===== config.mk =====
export PLATFORM = sky130hd
export DESIGN_NAME = irpn_ctrl
export DESIGN_NICKNAME = d
export VERILOG_FILES = /design/src/rtl/irpn_pkg.sv /design/src/rtl/irpn_ctrl.sv
export SDC_FILE = /design/constraint.sdc
export NUM_CORES = 1
export LEC_CHECK = 0
export ABC_AREA = 1
export BUFFER_PORTS_ARGS = -buffer_cell sky130_fd_sc_hd__buf_4
export CORE_AREA = 2 2 39 41
export CTS_CLUSTER_SIZE = 28
export DETAILED_ROUTE_END_ITERATION = 6
export DIE_AREA = 0 0 41 43
export SYNTH_ARGS = -nofsm -noshare
export SYNTH_HDL_FRONTEND = slang
export SYNTH_SLANG_ARGS = --single-unit

===== constraint.sdc =====
create_clock -name clk -period 2.1 [get_ports clk]
set_clock_uncertainty 0.15 [all_clocks]
set_input_delay 0.315 -clock clk [delete_from_list [all_inputs] [get_ports clk]]
set_output_delay 0.315 -clock clk [all_outputs]
set_load 0.03 [all_outputs]

===== src/rtl/irpn_pkg.sv =====
// ----------------------------------------------------------------------------
// irpn_pkg: shared types and codes of the postfix integer evaluator
// Command and status codes, controller/datapath command and status structs.
// ----------------------------------------------------------------------------
`default_nettype none
package irpn_pkg;

    typedef enum logic [3:0] {
        CMD_PUSH   = 4'd0,
        CMD_PUSHM  = 4'd1,
        CMD_INV    = 4'd2,
        CMD_FACT   = 4'd3,
        CMD_COMB   = 4'd4,
        CMD_SQRT   = 4'd5,
        CMD_POW    = 4'd6,
        CMD_MAX    = 4'd7,
        CMD_MIN    = 4'd8,
        CMD_ADD    = 4'd9,
        CMD_SUB    = 4'd10,
        CMD_MUL    = 4'd11,
        CMD_DIV    = 4'd12,
        CMD_END    = 4'd13,
        CMD_WRM    = 4'd14,
        CMD_NOP    = 4'd15
    } cmd_t;

    localparam logic [2:0] ST_OK     = 3'd0;
    localparam logic [2:0] ST_UNDER  = 3'd1;
    localparam logic [2:0] ST_OVER   = 3'd2;
    localparam logic [2:0] ST_DIVZ   = 3'd3;
    localparam logic [2:0] ST_DOMAIN = 3'd4;

    // controller -> datapath
    typedef struct packed {
        logic load;      // capture request fields
        logic rd_b;      // issue stack read of top entry
        logic rd_a;      // issue stack read of entry below top
        logic cap_b;     // capture read data as b
        logic cap_a;     // capture read data as a
        logic start;     // start arithmetic unit
        logic wr_res;    // write result, adjust pointer
        logic emit;      // drive result register
    } ctl_t;

    // datapath -> controller
    typedef struct packed {
        logic busy;      // arithmetic unit running
        logic out_full;  // result register occupied
    } sts_t;

endpackage
`default_nettype wire


===== src/rtl/irpn_ctrl.sv =====
// ----------------------------------------------------------------------------
// irpn_ctrl: instruction sequencer
// Steps each request through reads, optional compute, and write-back or emit.
// ----------------------------------------------------------------------------
`default_nettype none
module irpn_ctrl
    import irpn_pkg::*;
(
    input  wire logic clk,
    input  wire logic rst_n,
    input  wire logic req_valid,
    output logic      req_ready,
    input  wire logic need_b,   // instruction reads the top entry
    input  wire logic need_a,   // instruction reads the second entry
    input  wire logic is_end,
    input  wire logic ok_go,    // no underflow: proceed to arithmetic
    input  wire sts_t sts,
    output ctl_t      ctl
);
    typedef enum logic [6:0] {
        S_IDLE = 7'b0000001,
        S_RDB  = 7'b0000010,
        S_RDA  = 7'b0000100,
        S_CAP  = 7'b0001000,
        S_RUN  = 7'b0010000,
        S_WAIT = 7'b0100000,
        S_WR   = 7'b1000000
    } state_t;

    state_t state_reg, state_next;

    assign req_ready = (state_reg == S_IDLE) && !sts.out_full;

    always_comb
    begin
        state_next = state_reg;
        ctl        = '0;
        case (state_reg)
            S_IDLE:
            begin
                if (req_valid && req_ready)
                begin
                    ctl.load   = 1'b1;
                    state_next = S_RDB;
                end
            end
            S_RDB:
            begin
                ctl.rd_b   = 1'b1;
                state_next = S_RDA;
            end
            S_RDA:
            begin
                ctl.rd_a   = 1'b1;
                ctl.cap_b  = 1'b1;
                state_next = S_CAP;
            end
            S_CAP:
            begin
                ctl.cap_a = 1'b1;
                if (is_end)
                begin
                    ctl.emit   = 1'b1;
                    state_next = S_IDLE;
                end
                else if (ok_go && (need_a || need_b))
                begin
                    state_next = S_RUN;
                end
                else
                begin
                    ctl.wr_res = 1'b1;
                    state_next = S_IDLE;
                end
            end
            S_RUN:
            begin
                ctl.start  = 1'b1;
                state_next = S_WAIT;
            end
            S_WAIT:
            begin
                if (!sts.busy)
                    state_next = S_WR;
            end
            S_WR:
            begin
                ctl.wr_res = 1'b1;
                state_next = S_IDLE;
            end
            default: state_next = S_IDLE;
        endcase
    end

    always_ff @(posedge clk or negedge rst_n)
    begin
        if (!rst_n)
            state_reg <= S_IDLE;
        else
            state_reg <= state_next;
    end

`ifndef SYNTHESIS
    a_load_idle: assert property (@(posedge clk) disable iff (!rst_n)
        ctl.load |=> state_reg == S_RDB) else $error("load did not advance");
    a_wait_start: assert property (@(posedge clk) disable iff (!rst_n)
        ctl.start |=> state_reg == S_WAIT) else $error("start lost");
    a_no_accept_busy: assert property (@(posedge clk) disable iff (!rst_n)
        sts.busy |-> !req_ready) else $error("accept while busy");
`endif
endmodule
`default_nettype wire


==> impl_results.md <==
* Core Region at approximately 0.0014 mm²
* Maxcap violations at 0
* CTS tree: yes
* DR vias/cell at about 4.4
* Max Fclk at ~530 MHz
* WHS at a little over 0.1 ns
* Post-route DRC at 0
* RSZ-0062 raised after global routing: false
* Initial antenna violation count at 0
* Number of detailed-route iterations in the first pass at 2
* First-pass GRT wire length at 1580 µm
* Critical Path Max Stage Delay at 0.41 ns
* Wire per inst at 9.582 µm
* Hold violation count in the final report at 0
* Die Area at approximately 0.0018 mm²
* Synth Warn # at 0
* CTS HTree Levels at 1
* Crit path cell chain: nor2_4, nand2_4, nor2_4, inv_2, nor3_1, buf_4
* Largest net degree at the start of global routing at 8
* Post-synthesis register bit count at 7
* Mean area per synthesized cell at 7.692 µm²
* Setup-failing EPs final at 0
* Clk slew on worst S/H paths at about 0.05 ns
* Site row count at 14
* Die Y at about 43 µm
* Pre-CTS setup slack at roughly 0.47 ns
* Cts hold-fix bufs at 1
* Placed Instances at just over 90
* Root Buffer: clkbuf_4
* Arrival time at the worst endpoint at around 1.4 ns
* Skew-Pair Late Insertion Delay at 0.25 ns
* Required time of the critical path at ~1.6 ns
* Total power at approximately 0.00051 W
* Status: complete, no violations
* Cell mode on critical path: nor2_4
* VDD IR max at 0.0003728 V
* CP max stage cell: dfrtp_1
* Setup CP Type: reg2out
* CTS resizes at 0
* Syn Nets at 70
* Total negative slack at 0 ns
* Power density over the cells at 782.9 mW/mm²
* CP endpoint kind: output pin
* Post-CTS Repair Setup Buffers at 0
* Vias in the first global route at ~400
* Initial Util at 33.91%
* # clock sinks at 7
* Startpoint types: flip-flop
* Synth Instances at 61
* Area growth syn-to-layout at 37.60%
* Wirelength, routed at roughly 940 µm
* Share of layout cells above drive strength 1 at 46.34%
* Num CTS Buffers at 3
* Max FFs per register at 7
* DRT iter0 DRCs at 5
* Cell variety after synth at 19
* Antenna Cells at 0
* Fin cells at 98
* Register area share after synthesis at a little under two fifths
* Netlist area before placement at roughly 470 µm²
* Maximum clock insertion buffer count at 2
* Least-Margin Pin Slew at between 0.15 and 0.2 ns
* HPWL after DPL at 771.4 µm
* Global route overflow at 0
* P_leak at between 0.3 and 0.4 nW
* Die W at a little over 40 µm
* Hold crit path type: in2reg
* Crit path time final at between 1.5 and 2 ns
* Final period utilization at 90.16%
* Critical path fanouts, max at 6
* Routed Antenna Nets at 0
* Worst setup margin at around 0.21 ns
* Final GP Congestion at just under 0.8
* Detailed-route via count at ~430
* Port Buffer Count at 17
* Max Slew Vio Count at 0
* Final net count at 92
* Worst slew margin at approximately nine tenths
* Top Ports at 18
* Tot GR Track Use at ~14%
-- cell usage in the layout, fill, tap and decap left out, drive strengths merged --
cell type | Yosys | layout
clkbuf | 0 | 4
nor2 | 22 | 22
dlygate4sd3 | 0 | 1
nor3 | 2 | 2
o21a | 1 | 1
dfstp | 1 | 1
o21ai | 3 | 3
dfrtp | 6 | 6
and3 | 1 | 1
nand2 | 11 | 11
inv | 9 | 9
buf | 1 | 17
nand3 | 4 | 4
-- cell type report --
type	instances	area, µm²
Timing Repair Buffer	18	137.6
Inverter	9	33.78
Fill cell	139	738.2
Clock buffer	4	26.28
Sequential cell	7	176.4
Tap cell	16	20.02
Multi-Input combinational cell	44	251.5
-- cell usage after synthesis --
| master | number | area share, % |
|---|---|---|
| inv_2 | 3 | 2.4 |
| nand3_2 | 1 | 2.1 |
| dfstp_2 | 1 | 5.6 |
| and3_1 | 1 | 1.3 |
| o21ai_0 | 1 | 1.1 |
| dfrtp_1 | 6 | 32 |
| nand3_1 | 3 | 3.2 |
| o21ai_1 | 1 | 1.1 |
| nand2_1 | 9 | 7.2 |
| o21ai_2 | 1 | 1.9 |
| inv_1 | 6 | 4.8 |
| buf_4 | 1 | 1.6 |
| nand2_2 | 1 | 1.3 |
| nor2_2 | 5 | 6.7 |
| o21a_1 | 1 | 1.6 |
| nor2_4 | 5 | 12 |
| nor3_1 | 2 | 2.1 |
| nor2_1 | 12 | 9.6 |
| nand2_4 | 1 | 2.4 |
-- worst paths after layout --
check	to	slack, ns	start	cells after the start
setup reg to reg	state_reg[6]	0.82	state_reg[5]	5
hold / removal	state_reg[1]	0.10	sts[0]	2
hold reg to reg	state_reg[3]	0.44	state_reg[1]	3
max in group asynchronous	state_reg[0]	1.33	rst_n	2
setup / recovery	ctl[7]	0.21	state_reg[5]	6
min in group asynchronous	state_reg[6]	0.26	rst_n	2
-- layer usage --
layer | vias to the layer above | share of wire, % | wire (µm) | GRT usage (%)
li1 | 229 | - | - | -
met1 | 182 | 46 | 429 | 17.76
met2 | 13 | 47 | 441 | 18.75
met3 | 4 | 3.9 | 37 | 1.571
met4 | 0 | 3.3 | 31 | 14.00
met5 | - | 0 | 0 | 0
-- kinds of logic after synthesis --
kind of cell           count (synthesis)  synth area share [%]
AND/OR/NAND/NOR                       40                 48.00
flip-flops                             7                 37.60
buffers and inverters                 10                 8.800
AO/OA/AOI/OAI                          4                 5.599
-- power by group --
group          switching [W]  internal (W)  leakage, nW  total [W]
clock              0.0000514     0.0000726       0.0150   0.000124
combinational       0.000133     0.0000765        0.211   0.000209
sequential         0.0000144      0.000158       0.0936   0.000172
-- stage by stage --
step / instance area, µm² / utilization, %
global placement: 609.3 / 44.03
global route: 645.6 / 46.65
detailed placement: 609.3 / 44.03
finish: 645.6 / 46.65
CTS: 645.6 / 46.65
floorplan: 469.2 / -
-- worst max-delay path, delay by kind of cell, from the launching register on --
family | cells | cell delay (ns)
buffers and inverters | 2 | 0.25
DFF | 1 | 0.41
and+or+nand+nor | 4 | 0.52
(Power assumes the default switching activity.)
